==> config.mk <==
export PLATFORM = sky130hd
export DESIGN_NAME = ohlcv_bar_aggregator_unit_flat
export DESIGN_NICKNAME = d
export VERILOG_FILES = /design/src/rtl/core/ohlcv_pkg.sv /design/src/rtl/core/ohlcv_ifs.sv /design/src/rtl/core/ohlcv_bar_aggregator_unit.sv /design/src/rtl/core/ohlcv_vwap_div.sv /design/src/flat_wrapper.sv
export SDC_FILE = /design/constraint.sdc
export NUM_CORES = 2
export LEC_CHECK = 0
export ABC_AREA = 1
export BUFFER_PORTS_ARGS = -buffer_cell sky130_fd_sc_hd__buf_2
export CORE_MARGIN = 3
export CORE_UTILIZATION = 35
export DETAILED_ROUTE_END_ITERATION = 10
export PLACE_DENSITY = 0.6
export SYNTH_ARGS = -nofsm -noshare
export SYNTH_HDL_FRONTEND = slang
export SYNTH_SLANG_ARGS = --single-unit
==> constraint.sdc <==
create_clock -name clk_i -period 9.5 [get_ports clk_i]
set_input_delay 1.425 -clock clk_i [delete_from_list [all_inputs] [get_ports clk_i]]
set_output_delay 1.425 -clock clk_i [all_outputs]
set_load 0.02 [all_outputs]
==> src/rtl/core/ohlcv_pkg.sv <==
// Shared constants, codes and types for the OHLCV bar aggregator.
`timescale 1ns / 1ps
`default_nettype none

package ohlcv_pkg;

  localparam int unsigned PriceW  = 31;  // price width, 1/10000 units
  localparam int unsigned VolInW  = 24;  // per fine bar volume / trade count
  localparam int unsigned SumW    = 32;  // saturating volume / trade sums
  localparam int unsigned WsW     = 64;  // weighted price sum
  localparam int unsigned MinW    = 11;  // minute of day
  localparam int unsigned EndW    = 12;  // window end, may pass one day
  localparam int unsigned CfgIdxW = 2;
  localparam int unsigned CntW    = $clog2(VolInW);

  localparam logic [CfgIdxW-1:0] CfgSessStart = 2'd0;
  localparam logic [CfgIdxW-1:0] CfgSessEnd   = 2'd1;
  localparam logic [CfgIdxW-1:0] CfgBarMin    = 2'd2;

  localparam logic KindBar   = 1'b0;
  localparam logic KindFlush = 1'b1;

  localparam logic [MinW-1:0] SessStartRst = 11'd570;
  localparam logic [MinW-1:0] SessEndRst   = 11'd960;
  localparam logic [MinW-1:0] BarMinRst    = 11'd5;

  typedef enum logic [2:0] {
    ST_IDLE,
    ST_CHECK,
    ST_REM,
    ST_CLOSE,
    ST_MUL,
    ST_ACC
  } agg_state_e;

endpackage

`default_nettype wire

==> src/rtl/core/ohlcv_ifs.sv <==
// Handshake interfaces: fine bar input, combined bar output, register writes.
`timescale 1ns / 1ps
`default_nettype none

interface ohlcv_bar_in_if;
  logic                         valid;
  logic                         ready;
  logic                         kind;
  logic [ohlcv_pkg::MinW-1:0]   bar_time_min;
  logic [ohlcv_pkg::PriceW-1:0] open_price;
  logic [ohlcv_pkg::PriceW-1:0] high_price;
  logic [ohlcv_pkg::PriceW-1:0] low_price;
  logic [ohlcv_pkg::PriceW-1:0] close_price;
  logic [ohlcv_pkg::PriceW-1:0] avg_price;
  logic [ohlcv_pkg::VolInW-1:0] bar_volume;
  logic [ohlcv_pkg::VolInW-1:0] trade_count;

  modport source (
    output valid, kind, bar_time_min, open_price, high_price, low_price,
           close_price, avg_price, bar_volume, trade_count,
    input  ready
  );
  modport sink (
    input  valid, kind, bar_time_min, open_price, high_price, low_price,
           close_price, avg_price, bar_volume, trade_count,
    output ready
  );
endinterface

interface ohlcv_bar_out_if;
  logic                         valid;
  logic                         ready;
  logic [ohlcv_pkg::MinW-1:0]   window_start_min;
  logic [ohlcv_pkg::PriceW-1:0] out_open;
  logic [ohlcv_pkg::PriceW-1:0] out_high;
  logic [ohlcv_pkg::PriceW-1:0] out_low;
  logic [ohlcv_pkg::PriceW-1:0] out_close;
  logic [ohlcv_pkg::PriceW-1:0] out_vwap;
  logic [ohlcv_pkg::SumW-1:0]   out_volume;
  logic [ohlcv_pkg::SumW-1:0]   out_trades;

  modport source (
    output valid, window_start_min, out_open, out_high, out_low, out_close,
           out_vwap, out_volume, out_trades,
    input  ready
  );
  modport sink (
    input  valid, window_start_min, out_open, out_high, out_low, out_close,
           out_vwap, out_volume, out_trades,
    output ready
  );
endinterface

interface ohlcv_cfg_if;
  logic                          valid;
  logic                          ready;
  logic [ohlcv_pkg::CfgIdxW-1:0] index;
  logic [ohlcv_pkg::MinW-1:0]    data;

  modport source (output valid, index, data, input ready);
  modport sink (input valid, index, data, output ready);
endinterface

`default_nettype wire

==> src/rtl/core/ohlcv_bar_aggregator_unit.sv <==
// OHLCV bar aggregator: folds fine bars into session-aligned coarser bars.
// Throughput: one item at a time; a fine bar is accepted, checked, multiplied (shift-add)
//   and accumulated; one that closes a window also runs the remainder and close steps, the
//   first bar after reset or flush also aligns to the session start; a flush closes any open
//   window. Emitting closes wait for output. VWAP: serial radix-2 divider, skipped when the
//   volume is zero or the average saturates. Reset: async active low; regs 570/960/5, idle.
`timescale 1ns / 1ps
`default_nettype none

module ohlcv_bar_aggregator_unit (
  input  wire logic       clk_i,
  input  wire logic       rst_ni,
  ohlcv_bar_in_if.sink    bar_i,
  ohlcv_bar_out_if.source bar_o,
  ohlcv_cfg_if.sink       cfg_i
);

  localparam int unsigned PW = ohlcv_pkg::PriceW;
  localparam int unsigned VW = ohlcv_pkg::VolInW;
  localparam int unsigned SW = ohlcv_pkg::SumW;
  localparam int unsigned WW = ohlcv_pkg::WsW;
  localparam int unsigned MW = ohlcv_pkg::MinW;
  localparam int unsigned EW = ohlcv_pkg::EndW;
  localparam int unsigned CW = ohlcv_pkg::CntW;

  // ---------------- configuration registers ----------------
  logic [MW-1:0] sess_start_q, sess_end_q, bar_min_q;

  assign cfg_i.ready = 1'b1;

  always_ff @(posedge clk_i or negedge rst_ni) begin
    if (!rst_ni) begin
      sess_start_q <= ohlcv_pkg::SessStartRst;
      sess_end_q   <= ohlcv_pkg::SessEndRst;
      bar_min_q    <= ohlcv_pkg::BarMinRst;
    end else if (cfg_i.valid) begin
      case (cfg_i.index)
        ohlcv_pkg::CfgSessStart: sess_start_q <= cfg_i.data;
        ohlcv_pkg::CfgSessEnd:   sess_end_q   <= cfg_i.data;
        ohlcv_pkg::CfgBarMin:    bar_min_q    <= cfg_i.data;
        default: ;
      endcase
    end
  end

  // zero bar length behaves as one minute
  logic [MW-1:0] bm_eff;
  assign bm_eff = (bar_min_q == '0) ? MW'(1) : bar_min_q;

  // ---------------- state ----------------
  ohlcv_pkg::agg_state_e state_q, state_d;

  // captured item
  logic          kind_q;
  logic [MW-1:0] time_q;
  logic [PW-1:0] open_q, high_q, low_q, close_q, avg_q;
  logic [VW-1:0] vol_q, trades_q;

  // window and accumulators
  logic          started_q, has_members_q;
  logic [MW-1:0] win_start_q;
  logic [EW-1:0] win_end_q;
  logic [PW-1:0] acc_open_q, acc_high_q, acc_low_q, acc_close_q;
  logic [WW-1:0] ws_q;
  logic [SW-1:0] acc_vol_q, acc_trd_q;

  // serial remainder unit (window alignment), shared counter, multiplier
  logic [MW-1:0]    rem_q, rdiv_q;
  logic             rem_start_q;  // remainder of session start vs. of elapsed time
  logic [CW-1:0]    cnt_q;
  logic [PW+VW-1:0] prod_q;

  // output register
  logic          out_valid_q, pend_q;
  logic [MW-1:0] o_start_q;
  logic [PW-1:0] o_open_q, o_high_q, o_low_q, o_close_q, o_vwap_q;
  logic [SW-1:0] o_vol_q, o_trd_q;

  // ---------------- datapath helpers ----------------
  logic          accept;
  logic          late;        // item time reached the window end
  logic          qualifies;   // open window would be emitted
  logic          out_free;
  logic          close_go, div_start;
  logic [MW:0]   rem_try, rem_nxt;
  logic          rem_ge;
  logic [EW-1:0] elapsed;
  logic [PW:0]   mul_sum;
  logic [WW:0]   ws_sum;
  logic [SW:0]   vol_sum, trd_sum;
  logic          div_done;
  logic [PW-1:0] div_quot;

  assign accept    = bar_i.valid && bar_i.ready;
  assign late      = {1'b0, time_q} >= win_end_q;
  assign qualifies = has_members_q && (win_end_q <= {1'b0, sess_end_q});
  assign out_free  = !out_valid_q && !pend_q;
  assign elapsed   = {1'b0, time_q} - win_end_q;

  // one restoring step: remainder of a minute count by the bar length
  assign rem_try = {rem_q, rdiv_q[MW-1]};
  assign rem_ge  = rem_try >= {1'b0, bm_eff};
  assign rem_nxt = rem_ge ? (rem_try - {1'b0, bm_eff}) : rem_try;

  // shift-add multiply, one volume bit a cycle
  assign mul_sum = {1'b0, prod_q[PW+VW-1:VW]} + {1'b0, (prod_q[0] ? avg_q : PW'(0))};

  assign ws_sum  = {1'b0, ws_q} + (WW+1)'(prod_q);
  assign vol_sum = {1'b0, acc_vol_q} + (SW+1)'(vol_q);
  assign trd_sum = {1'b0, acc_trd_q} + (SW+1)'(trades_q);

  // ---------------- control ----------------
  assign bar_i.ready = (state_q == ohlcv_pkg::ST_IDLE);

  always_comb begin
    state_d   = state_q;
    close_go  = 1'b0;
    div_start = 1'b0;
    case (state_q)
      ohlcv_pkg::ST_IDLE: begin
        if (bar_i.valid) begin
          if (bar_i.kind == ohlcv_pkg::KindFlush) begin
            state_d = started_q ? ohlcv_pkg::ST_CLOSE : ohlcv_pkg::ST_IDLE;
          end else begin
            state_d = started_q ? ohlcv_pkg::ST_CHECK : ohlcv_pkg::ST_REM;
          end
        end
      end
      ohlcv_pkg::ST_CHECK: begin
        state_d = late ? ohlcv_pkg::ST_REM : ohlcv_pkg::ST_MUL;
      end
      ohlcv_pkg::ST_REM: begin
        if (cnt_q == CW'(MW - 1)) begin
          state_d = rem_start_q ? ohlcv_pkg::ST_CHECK : ohlcv_pkg::ST_CLOSE;
        end
      end
      ohlcv_pkg::ST_CLOSE: begin
        // an emitting close waits for the output register and divider
        if (!qualifies || out_free) begin
          close_go  = 1'b1;
          div_start = qualifies;
          state_d   = (kind_q == ohlcv_pkg::KindFlush) ? ohlcv_pkg::ST_IDLE
                                                       : ohlcv_pkg::ST_MUL;
        end
      end
      ohlcv_pkg::ST_MUL: begin
        if (cnt_q == CW'(VW - 1)) begin
          state_d = ohlcv_pkg::ST_ACC;
        end
      end
      ohlcv_pkg::ST_ACC: begin
        state_d = ohlcv_pkg::ST_IDLE;
      end
      default: begin
        state_d = ohlcv_pkg::ST_IDLE;
      end
    endcase
  end

  always_ff @(posedge clk_i or negedge rst_ni) begin
    if (!rst_ni) begin
      state_q <= ohlcv_pkg::ST_IDLE;
    end else begin
      state_q <= state_d;
    end
  end

  // ---------------- item capture and serial units ----------------
  always_ff @(posedge clk_i) begin
    cnt_q <= (state_d != state_q) ? '0 : cnt_q + 1'b1;
    if (accept) begin
      kind_q   <= bar_i.kind;
      time_q   <= bar_i.bar_time_min;
      open_q   <= bar_i.open_price;
      high_q   <= bar_i.high_price;
      low_q    <= bar_i.low_price;
      close_q  <= bar_i.close_price;
      avg_q    <= bar_i.avg_price;
      vol_q    <= bar_i.bar_volume;
      trades_q <= bar_i.trade_count;
      prod_q   <= (PW+VW)'(bar_i.bar_volume);
      rem_q       <= '0;
      rdiv_q      <= sess_start_q;
      rem_start_q <= 1'b1;
    end
    case (state_q)
      ohlcv_pkg::ST_CHECK: begin
        rem_q       <= '0;
        rdiv_q      <= elapsed[MW-1:0];
        rem_start_q <= 1'b0;
      end
      ohlcv_pkg::ST_REM: begin
        rem_q  <= rem_nxt[MW-1:0];
        rdiv_q <= {rdiv_q[MW-2:0], 1'b0};
      end
      ohlcv_pkg::ST_MUL: begin
        prod_q <= {mul_sum, prod_q[VW-1:1]};
      end
      default: ;
    endcase
  end

  // ---------------- window and accumulators ----------------
  always_ff @(posedge clk_i or negedge rst_ni) begin
    if (!rst_ni) begin
      started_q     <= 1'b0;
      win_start_q   <= '0;
      win_end_q     <= '0;
      has_members_q <= 1'b0;
      acc_open_q    <= '0;
      acc_high_q    <= '0;
      acc_low_q     <= '1;
      acc_close_q   <= '0;
      ws_q          <= '0;
      acc_vol_q     <= '0;
      acc_trd_q     <= '0;
    end else begin
      // first window: session start up to the next multiple of the bar length
      if (state_q == ohlcv_pkg::ST_REM && rem_start_q && cnt_q == CW'(MW - 1)) begin
        started_q     <= 1'b1;
        win_start_q   <= sess_start_q;
        win_end_q     <= {1'b0, sess_start_q} - EW'(rem_nxt[MW-1:0]) + {1'b0, bm_eff};
        has_members_q <= 1'b0;
        acc_open_q    <= '0;
        acc_high_q    <= '0;
        acc_low_q     <= '1;
        acc_close_q   <= '0;
        ws_q          <= '0;
        acc_vol_q     <= '0;
        acc_trd_q     <= '0;
      end
      if (close_go) begin
        has_members_q <= 1'b0;
        acc_open_q    <= '0;
        acc_high_q    <= '0;
        acc_low_q     <= '1;
        acc_close_q   <= '0;
        ws_q          <= '0;
        acc_vol_q     <= '0;
        acc_trd_q     <= '0;
        if (kind_q == ohlcv_pkg::KindFlush) begin
          started_q   <= 1'b0;
          win_start_q <= '0;
          win_end_q   <= '0;
        end else begin
          // skip ahead to the window holding the item time (empty ones vanish)
          win_start_q <= time_q - rem_q;
          win_end_q   <= {1'b0, time_q} - {1'b0, rem_q} + {1'b0, bm_eff};
        end
      end
      if (state_q == ohlcv_pkg::ST_ACC) begin
        has_members_q <= 1'b1;
        if (high_q > acc_high_q) acc_high_q <= high_q;
        if (low_q < acc_low_q)   acc_low_q  <= low_q;
        if (acc_open_q == '0)    acc_open_q <= open_q;
        acc_close_q <= close_q;
        ws_q        <= ws_sum[WW]  ? '1 : ws_sum[WW-1:0];
        acc_vol_q   <= vol_sum[SW] ? '1 : vol_sum[SW-1:0];
        acc_trd_q   <= trd_sum[SW] ? '1 : trd_sum[SW-1:0];
      end
    end
  end

  // ---------------- VWAP divider ----------------
  ohlcv_vwap_div u_div (
    .clk_i      (clk_i),
    .rst_ni     (rst_ni),
    .start_i    (div_start),
    .dividend_i (ws_q),
    .divisor_i  (acc_vol_q),
    .done_o     (div_done),
    .quot_o     (div_quot)
  );

  // ---------------- output register ----------------
  always_ff @(posedge clk_i or negedge rst_ni) begin
    if (!rst_ni) begin
      out_valid_q <= 1'b0;
      pend_q      <= 1'b0;
    end else begin
      if (bar_o.valid && bar_o.ready) begin
        out_valid_q <= 1'b0;
      end
      if (div_start) begin
        pend_q <= 1'b1;
      end else if (div_done && pend_q) begin
        pend_q      <= 1'b0;
        out_valid_q <= 1'b1;
      end
    end
  end

  always_ff @(posedge clk_i) begin
    if (div_start) begin
      o_start_q <= win_start_q;
      o_open_q  <= acc_open_q;
      o_high_q  <= acc_high_q;
      o_low_q   <= acc_low_q;
      o_close_q <= acc_close_q;
      o_vol_q   <= acc_vol_q;
      o_trd_q   <= acc_trd_q;
    end
    if (div_done) begin
      o_vwap_q <= div_quot;
    end
  end

  assign bar_o.valid            = out_valid_q;
  assign bar_o.window_start_min = o_start_q;
  assign bar_o.out_open         = o_open_q;
  assign bar_o.out_high         = o_high_q;
  assign bar_o.out_low          = o_low_q;
  assign bar_o.out_close        = o_close_q;
  assign bar_o.out_vwap         = o_vwap_q;
  assign bar_o.out_volume       = o_vol_q;
  assign bar_o.out_trades       = o_trd_q;

endmodule

`default_nettype wire

==> src/rtl/core/ohlcv_vwap_div.sv <==
// Radix-2 restoring divider: weighted sum / volume, saturated to a price.
`timescale 1ns / 1ps
`default_nettype none

module ohlcv_vwap_div (
  input  wire logic                         clk_i,
  input  wire logic                         rst_ni,
  input  wire logic                         start_i,
  input  wire logic [ohlcv_pkg::WsW-1:0]    dividend_i,
  input  wire logic [ohlcv_pkg::SumW-1:0]   divisor_i,
  output logic                              done_o,
  output logic [ohlcv_pkg::PriceW-1:0]      quot_o
);

  localparam int unsigned HiW = ohlcv_pkg::WsW - ohlcv_pkg::PriceW;
  localparam int unsigned PW  = ohlcv_pkg::PriceW;
  localparam int unsigned SW  = ohlcv_pkg::SumW;
  localparam int unsigned CW  = $clog2(PW);

  logic          busy_q, done_q;
  logic [SW-1:0] rem_q, dvs_q;
  logic [PW-1:0] dq_q;   // dividend low bits shift out, quotient bits shift in
  logic [CW-1:0] cnt_q;

  logic [HiW-1:0] hi;
  logic [SW:0]    trial;
  logic           ge;

  assign hi    = dividend_i[ohlcv_pkg::WsW-1:PW];
  assign trial = {rem_q, dq_q[PW-1]};
  assign ge    = trial >= {1'b0, dvs_q};

  always_ff @(posedge clk_i or negedge rst_ni) begin
    if (!rst_ni) begin
      busy_q <= 1'b0;
      done_q <= 1'b0;
      rem_q  <= '0;
      dvs_q  <= '0;
      dq_q   <= '0;
      cnt_q  <= '0;
    end else begin
      done_q <= 1'b0;
      if (start_i) begin
        if (divisor_i == '0) begin
          dq_q   <= '0;
          done_q <= 1'b1;
        end else if (hi >= HiW'(divisor_i)) begin
          // quotient does not fit a price
          dq_q   <= '1;
          done_q <= 1'b1;
        end else begin
          rem_q  <= SW'(hi);
          dq_q   <= dividend_i[PW-1:0];
          dvs_q  <= divisor_i;
          cnt_q  <= '0;
          busy_q <= 1'b1;
        end
      end else if (busy_q) begin
        rem_q <= ge ? SW'(trial - {1'b0, dvs_q}) : SW'(trial);
        dq_q  <= {dq_q[PW-2:0], ge};
        cnt_q <= cnt_q + 1'b1;
        if (cnt_q == CW'(PW - 1)) begin
          busy_q <= 1'b0;
          done_q <= 1'b1;
        end
      end
    end
  end

  assign done_o = done_q;
  assign quot_o = dq_q;

endmodule

`default_nettype wire
==> src/flat_wrapper.sv <==
// flat-port wrapper written by rule: the top's interface ports become plain ports
module ohlcv_bar_aggregator_unit_flat 
  (clk_i, rst_ni, bar_i_valid, bar_i_kind, bar_i_bar_time_min, bar_i_open_price, bar_i_high_price, bar_i_low_price, bar_i_close_price, bar_i_avg_price, bar_i_bar_volume, bar_i_trade_count, bar_i_ready, bar_o_valid, bar_o_window_start_min, bar_o_out_open, bar_o_out_high, bar_o_out_low, bar_o_out_close, bar_o_out_vwap, bar_o_out_volume, bar_o_out_trades, bar_o_ready, cfg_i_valid, cfg_i_index, cfg_i_data, cfg_i_ready);
  ohlcv_bar_in_if bar_i_i ();
  ohlcv_bar_out_if bar_o_i ();
  ohlcv_cfg_if cfg_i_i ();
  input  wire logic clk_i;
  input  wire logic rst_ni;
  input wire logic [$bits(bar_i_i.valid)-1:0] bar_i_valid;
  input wire logic [$bits(bar_i_i.kind)-1:0] bar_i_kind;
  input wire logic [$bits(bar_i_i.bar_time_min)-1:0] bar_i_bar_time_min;
  input wire logic [$bits(bar_i_i.open_price)-1:0] bar_i_open_price;
  input wire logic [$bits(bar_i_i.high_price)-1:0] bar_i_high_price;
  input wire logic [$bits(bar_i_i.low_price)-1:0] bar_i_low_price;
  input wire logic [$bits(bar_i_i.close_price)-1:0] bar_i_close_price;
  input wire logic [$bits(bar_i_i.avg_price)-1:0] bar_i_avg_price;
  input wire logic [$bits(bar_i_i.bar_volume)-1:0] bar_i_bar_volume;
  input wire logic [$bits(bar_i_i.trade_count)-1:0] bar_i_trade_count;
  output wire logic [$bits(bar_i_i.ready)-1:0] bar_i_ready;
  output wire logic [$bits(bar_o_i.valid)-1:0] bar_o_valid;
  output wire logic [$bits(bar_o_i.window_start_min)-1:0] bar_o_window_start_min;
  output wire logic [$bits(bar_o_i.out_open)-1:0] bar_o_out_open;
  output wire logic [$bits(bar_o_i.out_high)-1:0] bar_o_out_high;
  output wire logic [$bits(bar_o_i.out_low)-1:0] bar_o_out_low;
  output wire logic [$bits(bar_o_i.out_close)-1:0] bar_o_out_close;
  output wire logic [$bits(bar_o_i.out_vwap)-1:0] bar_o_out_vwap;
  output wire logic [$bits(bar_o_i.out_volume)-1:0] bar_o_out_volume;
  output wire logic [$bits(bar_o_i.out_trades)-1:0] bar_o_out_trades;
  input wire logic [$bits(bar_o_i.ready)-1:0] bar_o_ready;
  input wire logic [$bits(cfg_i_i.valid)-1:0] cfg_i_valid;
  input wire logic [$bits(cfg_i_i.index)-1:0] cfg_i_index;
  input wire logic [$bits(cfg_i_i.data)-1:0] cfg_i_data;
  output wire logic [$bits(cfg_i_i.ready)-1:0] cfg_i_ready;
  assign bar_i_i.valid = bar_i_valid;
  assign bar_i_i.kind = bar_i_kind;
  assign bar_i_i.bar_time_min = bar_i_bar_time_min;
  assign bar_i_i.open_price = bar_i_open_price;
  assign bar_i_i.high_price = bar_i_high_price;
  assign bar_i_i.low_price = bar_i_low_price;
  assign bar_i_i.close_price = bar_i_close_price;
  assign bar_i_i.avg_price = bar_i_avg_price;
  assign bar_i_i.bar_volume = bar_i_bar_volume;
  assign bar_i_i.trade_count = bar_i_trade_count;
  assign bar_i_ready = bar_i_i.ready;
  assign bar_o_valid = bar_o_i.valid;
  assign bar_o_window_start_min = bar_o_i.window_start_min;
  assign bar_o_out_open = bar_o_i.out_open;
  assign bar_o_out_high = bar_o_i.out_high;
  assign bar_o_out_low = bar_o_i.out_low;
  assign bar_o_out_close = bar_o_i.out_close;
  assign bar_o_out_vwap = bar_o_i.out_vwap;
  assign bar_o_out_volume = bar_o_i.out_volume;
  assign bar_o_out_trades = bar_o_i.out_trades;
  assign bar_o_i.ready = bar_o_ready;
  assign cfg_i_i.valid = cfg_i_valid;
  assign cfg_i_i.index = cfg_i_index;
  assign cfg_i_i.data = cfg_i_data;
  assign cfg_i_ready = cfg_i_i.ready;
  ohlcv_bar_aggregator_unit u_core (.clk_i(clk_i), .rst_ni(rst_ni), .bar_i(bar_i_i), .bar_o(bar_o_i), .cfg_i(cfg_i_i));
endmodule
# ---- Word level (Yosys, flattened, before mapping)
# Cells that the tools add are included.
dict set report op_classes {
  addsub 14
  n_lt_le_gt_ge 7
  eq_ne 13
  n_mux 89
  bitwise_logic 2
  n_reduce_logical 28
}
# cell count
set ops {}
lappend ops {{31-bit 2-to-1 mux} 20}
lappend ops {{32-bit 2-to-1 mux} 11}
lappend ops {{64-bit 2-to-1 mux} 4}
lappend ops {{55-bit 2-to-1 mux} 2}
lappend ops {{11-bit 2-to-1 mux} 7}
lappend ops {{32-bit by 24-bit adder with 33-bit output} 2}
lappend ops {{33-bit by 32-bit greater-or-equal comparator with 1-bit output} 2}
lappend ops {{64-bit by 55-bit adder with 65-bit output} 1}
lappend ops {{11-bit case mux with 2 select lines} 2}
lappend ops {{12-bit 2-to-1 mux} 3}
lappend ops {{11-bit subtractor} 3}
lappend ops {{31-bit by 31-bit adder with 32-bit output} 1}
lappend ops {{32-bit zero test} 1}
lappend ops {{32-bit subtractor} 1}
lappend ops {{31-bit greater-than comparator} 1}
lappend ops {{31-bit zero test} 1}
lappend ops {{31-bit less-than comparator} 1}
lappend ops {{1-bit 2-to-1 mux} 25}
lappend ops {{12-bit by 11-bit adder with 12-bit output} 2}
lappend ops {{11-bit by 11-bit subtractor with 12-bit output} 2}
lappend ops {{3-bit 2-to-1 mux} 7}
lappend ops {{5-bit 2-to-1 mux} 4}
lappend ops {{3-bit case mux with 5 select lines} 1}
lappend ops {{11-bit by 12-bit greater-or-equal comparator with 1-bit output} 1}
lappend ops {{other kinds (24)} 48}
dict set report totals {
  regBits 945
  word_cells 198
}

# ---- Depth between registers and ports, before layout
dict set report logic_depth {
  depth_word 9
  mapped_depth 27
}

# ---- Hierarchy
# From an unflattened synthesis, not the netlist that was laid out.
dict set report unflattened {
  cells_unflattened 6699
  area_unflattened_um2 54517.3
}
# module n_inst cells_per_inst area_each_um2 seq_area_each_um2
set by_module_without_submodules {}
lappend by_module_without_submodules {ohlcv_bar_aggregator_unit 1 5338 45846.5 23730.3}
lappend by_module_without_submodules {ohlcv_vwap_div 1 1361 8670.8 2552.4}

# ---- Worst setup path after synthesis
# OpenSTA, ideal clock, no wires.
dict set report synth_timing {
  kind {input-to-reg}
  from {in bar_i_valid}
  to {reg u_core.prod_q[0] (enable)}
  setup_time_ps 409
  arrival_time_ps 6976
  slack_ps 2114
  stages 4
  path_buffers 0
  cell_sequence {nand2_1 inv_1 nor2_1 inv_1}
}
dict set report synth_via {
  elab_chain_cells 2
}
# element line
set synth_rtl {}
lappend synth_rtl {{start, declared} flat_wrapper.sv:9} ;# input wire logic [$bits(bar_i_i.valid)-1:0] bar_i_valid;
lappend synth_rtl {{1-bit logical AND} ohlcv_bar_aggregator_unit.sv:94} ;# assign accept = bar_i.valid && bar_i.ready;
lappend synth_rtl {{via u_core.accept} ohlcv_bar_aggregator_unit.sv:80} ;# logic accept;
lappend synth_rtl {{2-bit nonzero test (no line)} -}
lappend synth_rtl {{end signal, assigned} ohlcv_bar_aggregator_unit.sv:181} ;# prod_q <= (PW+VW)'(bar_i.bar_volume);
lappend synth_rtl {{end signal, assigned} ohlcv_bar_aggregator_unit.sv:197} ;# prod_q <= {mul_sum, prod_q[VW-1:1]};
lappend synth_rtl {{end, declared} ohlcv_bar_aggregator_unit.sv:71} ;# logic [PW+VW-1:0] prod_q;
# The timed path passes the listed nets, and every way through them passes these cells.
# A chain may end at the register's enable or synchronous reset.

# ---- Worst setup path in the final report
dict set report layout_timing {
  from {reg u_core.bar_min_q[2]}
  to {reg u_core.win_end_q[8]}
}
dict set report layout_via {
  elab_chain_cells 8
  elab_cells_between_ends 11
  cone_classes {add/sub (4); order compare (1); mux (5); reduce/logical (1)}
}
# element line
set layout_rtl {}
lappend layout_rtl {{start, declared} ohlcv_bar_aggregator_unit.sv:27} ;# logic [MW-1:0] sess_start_q, sess_end_q, bar_min_q;
lappend layout_rtl {{start signal, assigned} ohlcv_bar_aggregator_unit.sv:35} ;# bar_min_q <= ohlcv_pkg::BarMinRst;
lappend layout_rtl {{start signal, assigned} ohlcv_bar_aggregator_unit.sv:40} ;# ohlcv_pkg::CfgBarMin: bar_min_q <= cfg_i.data;
lappend layout_rtl {{11-bit zero test} ohlcv_bar_aggregator_unit.sv:48} ;# assign bm_eff = (bar_min_q == '0) ? MW'(1) : bar_min_q;
lappend layout_rtl {{11-bit 2-to-1 mux (*)} ohlcv_bar_aggregator_unit.sv:48}
lappend layout_rtl {{11-bit subtractor / 12-bit by 11-bit greater-or-equal comparator with 1-bit output (equally long branches)} {ohlcv_bar_aggregator_unit.sv:103, ohlcv_bar_aggregator_unit.sv:102}}
lappend layout_rtl {{11-bit 2-to-1 mux (*)} ohlcv_bar_aggregator_unit.sv:103} ;# assign rem_nxt = rem_ge ? (rem_try - {1'b0, bm_eff}) : rem_try;
lappend layout_rtl {{via u_core.rem_nxt[1]} ohlcv_bar_aggregator_unit.sv:85} ;# logic [MW:0] rem_try, rem_nxt;
lappend layout_rtl {{11-bit by 11-bit subtractor with 12-bit output (*)} ohlcv_bar_aggregator_unit.sv:222} ;# win_end_q <= {1'b0, sess_start_q} - EW'(rem_nxt[MW-1:0]) + {1'b0, bm_eff};
lappend layout_rtl {{12-bit by 11-bit adder with 12-bit output (*)} ohlcv_bar_aggregator_unit.sv:222}
lappend layout_rtl {{12-bit 2-to-1 mux (*)} ohlcv_bar_aggregator_unit.sv:219} ;# if (state_q == ohlcv_pkg::ST_REM && rem_start_q && cnt_q == CW'(MW - 1)) begin
lappend layout_rtl {{12-bit 2-to-1 mux (*)} ohlcv_bar_aggregator_unit.sv:232} ;# if (close_go) begin
lappend layout_rtl {{end signal, assigned} ohlcv_bar_aggregator_unit.sv:222}
lappend layout_rtl {{end signal, assigned} ohlcv_bar_aggregator_unit.sv:248} ;# win_end_q <= {1'b0, time_q} - {1'b0, rem_q} + {1'b0, bm_eff};
lappend layout_rtl {{end, declared} ohlcv_bar_aggregator_unit.sv:62} ;# logic [EW-1:0] win_end_q;
# The timed path passes the listed nets; every way through them passes the cells marked *. The select of a mux whose other input is x is not followed.

==> impl_metrics.toml <==
[outcome]
outcome = "completed"

[flow_run]
maxCapViolCount = 0

[yosys]
synthTopCellsByArea = "edfxtp_1 (29%), dfrtp_1 (17%), nand2_1 (16%), ha_1 (7.6%), inv_1 (6.6%)"
yosysMostFrequentCell = "nand2_1"
ys_types = 53
synth_ff_type = "edfxtp_1"
avgSynthCellArea_um2 = 8.10
netlist_top_cells_count = "nand2_1 (2305), inv_1 (959), edfxtp_1 (522)"
async_flop_share_pct = 44.1
synth_top_area_share_pct = 28.9
syn_nets = 7305
syn-cell-area_um2 = 54300
synth_top_area_cell = "edfxtp_1"
synth_edf_count = 522
synthCells = 6711
yosysSeqAreaShare_pct = 48.4
ys_ff_latch = 945
yosysWarnings = 0

[sta]
slew_headroom_pct = 19.7
period_needed_ps = 5360
rsz0062_at_grt = "no"
timing.fmax_ghz = 0.187
skew_ps = 63.1
hold_viol_final = 0
slew_viol_final = 0
tightest_slew_ps = 1200
finalSetupViolations = 0
finalSetupTns_ps = 0
fin_crit_sh_pct = 56.4

[die]
initial_core_util_pct = 35.5
row_count = 143
die_h_um = 400
dieArea_um2 = 160000
core_area_um2 = 153000
die_x_um = 400
io-pin-count = 466

[grt]
grt_pass1_wl_um = 272000
grt_usage_pct = 22.3
antenna_found_initial = 29
grt_pass1_vias = 44100
grt_overflow = 0
grt_max_degree = 137

[detailed_routing]
drt-vias-per-instance = 4.95
vias = 45900
wire_per_inst_um = 19.5
drt-initial-drc-count = 3758
drt_first_pass_iters = 6
final_antenna_net_count = 0
drc = 0
drt-total-wl_um = 181000

[worst_hold_path]
hold_path_class = "reg2reg"

[pwr]
powerDensity_nw_per_um2 = 334
vdd_ir_drop_max_v = 0.000189
leakage_nw = 31.1

[cts]
root_buffer = "clkbuf_16"
clkSinkCount = 945
cts_max_level = 3
clk_pin_slew_ps = 70
cts_setup_buffers = 0
clock_latency_ps = 750
cts_tree = "done"
cts_max_path_buffers = 3
cts_resized = 0
ctsHoldBuffers = 0
cts_buffers = 103

[worst_setup_path]
crit_path_end_kind = "flip-flop"
setup.worst_path.end = "u_core.win_end_q[8]"
path_class = "reg2reg"
startpoint_type = "flip-flop"
crit_arrival_ps = 6030
r2r-end = "u_core.win_end_q[8]"
r2r-start = "u_core.bar_min_q[2]"
reg2reg_slack_ps = 4140
worstPathMaxFanout = 18
worstPathRequired_ps = 10180
reg2regPathDepth = 26
critPathLaunch = "u_core.bar_min_q[2]"

[final_layout]
fin_nets = 7746
final_util_pct = 40.7
fill_cells = 15800
drive_gt1_share_pct = 10.6
area_growth_pct = 14.8

[place]
place_hpwl_um = 139000
gp_congestion = 0.959
port-buffer-count = 464
how the worst min path moves through the flow:
stage / slack [ps] / end / cells past startpoint / start
6_report: 440 / u_core.acc_close_q[26] / 2 / u_core.close_q[26]
3_5_place_dp: 430 / u_core.acc_close_q[26] / 2 / u_core.close_q[26]
4_1_cts: 450 / u_core.acc_close_q[26] / 2 / u_core.close_q[26]
3_3_place_gp: 430 / u_core.acc_close_q[8] / 2 / u_core.close_q[8]
2_1_floorplan: 420 / u_core.bar_o.window_start_min[3] / 0 / u_core.win_start_q[3]
5_1_grt: 460 / u_core.bar_o.out_close[12] / 0 / u_core.acc_close_q[12]
sequential cells by signal, summed over array words and instances (netlist names), 32 cells and up:
signal and flops:
u_core.ws_q 64, u_core.prod_q 55, u_core.acc_trd_q 32, u_core.acc_vol_q 32, u_core.bar_o.out_trades 32, u_core.bar_o.out_volume 32
u_core.u_div.dvs_q 32, u_core.u_div.rem_q 32
layer usage:
metal	global-route usage, %	wire (um)	up-vias
li1	-	-	22600
met1	29.6	77900	21700
met2	35.7	83100	1405
met3	4.45	12700	277
met4	8.91	7390	28
met5	0	177	-
critical path, cell delays in order, from the launching register on:
cell and delay, ps:
dfstp_2 530, inv_1 100, nand4_1 90, nor3_1 50, a31oi_1 210, inv_1 110
ha_1 230, fa_1 440, o21ai_0 340, nand3_1 190, nand3_1 470, nand2_1 90
o21ai_0 120, inv_1 100, fa_1 550, inv_1 70, fa_1 490, a21oi_1 140
o21ai_0 140, nand2_1 110, nand2_1 90, a21oi_1 170, xor2_1 160, nand2_1 70
nand2_1 80, nand2_1 60, nand2_1 70
stage by stage:
stage	hold WS [ps]	setup slack, ps	power (mW)	instances	area, um^2
detailed placement	431	4230	16.6	9077	58800
finish	444	4140	20.8	9284	62400
global placement	428	4260	16.5	9077	58800
floorplan	420	2110	13.6	6711	54300
CTS	446	4200	20.9	9272	62400
global route	458	3610	22.6	9273	62400
layout by cell type (no fill, tap or decap), types with 70 or more instances in the layout:
master | Yosys | routed
a21oi_1 | 311 | 310
buf_2 | 37 | 463
clkbuf_16 | 0 | 103
dfrtp_1 | 375 | 375
edfxtp_1 | 522 | 522
ha_1 | 331 | 331
inv_1 | 959 | 956
nand2_1 | 2305 | 2304
nand3_1 | 500 | 500
nand4_1 | 70 | 70
nor2_1 | 421 | 416
o21ai_0 | 261 | 261
xor2_1 | 80 | 80
cell type report:
type	count	area, um^2	share of cell area [%]
inverter	969	3650	5.85
sequential	945	26300	42.1
multi-input combinational	4639	23700	38.1
timing repair buffer	494	2620	4.20
clock buffer	116	2690	4.31
antenna	12	30.0	0.0481
tap	2030	2540	4.07
clock inverter	79	835	1.34
logic make-up (layout without fill, tap and decap cells):
logic type | after synthesis | in the layout | synth area share, %
adders and majority gates | 361 | 361 | 8.73
xor gates and xnor gates | 119 | 119 | 1.92
AOI/OAI and AO/OA | 702 | 702 | 6.91
buffers and inverters | 1127 | 1658 | 8.01
other | 1 | 13 | 0.00690
DFF | 945 | 945 | 48.4
and+or+nand+nor | 3456 | 3456 | 26.0
power breakdown:
part	total, mW	internal (mW)	switching (mW)
clock	4.16	2.32	1.84
combinational	10.1	3.38	6.75
sequential	6.52	5.58	0.941
total	20.8	11.3	9.54
Power figures use the tool's default switching activity.
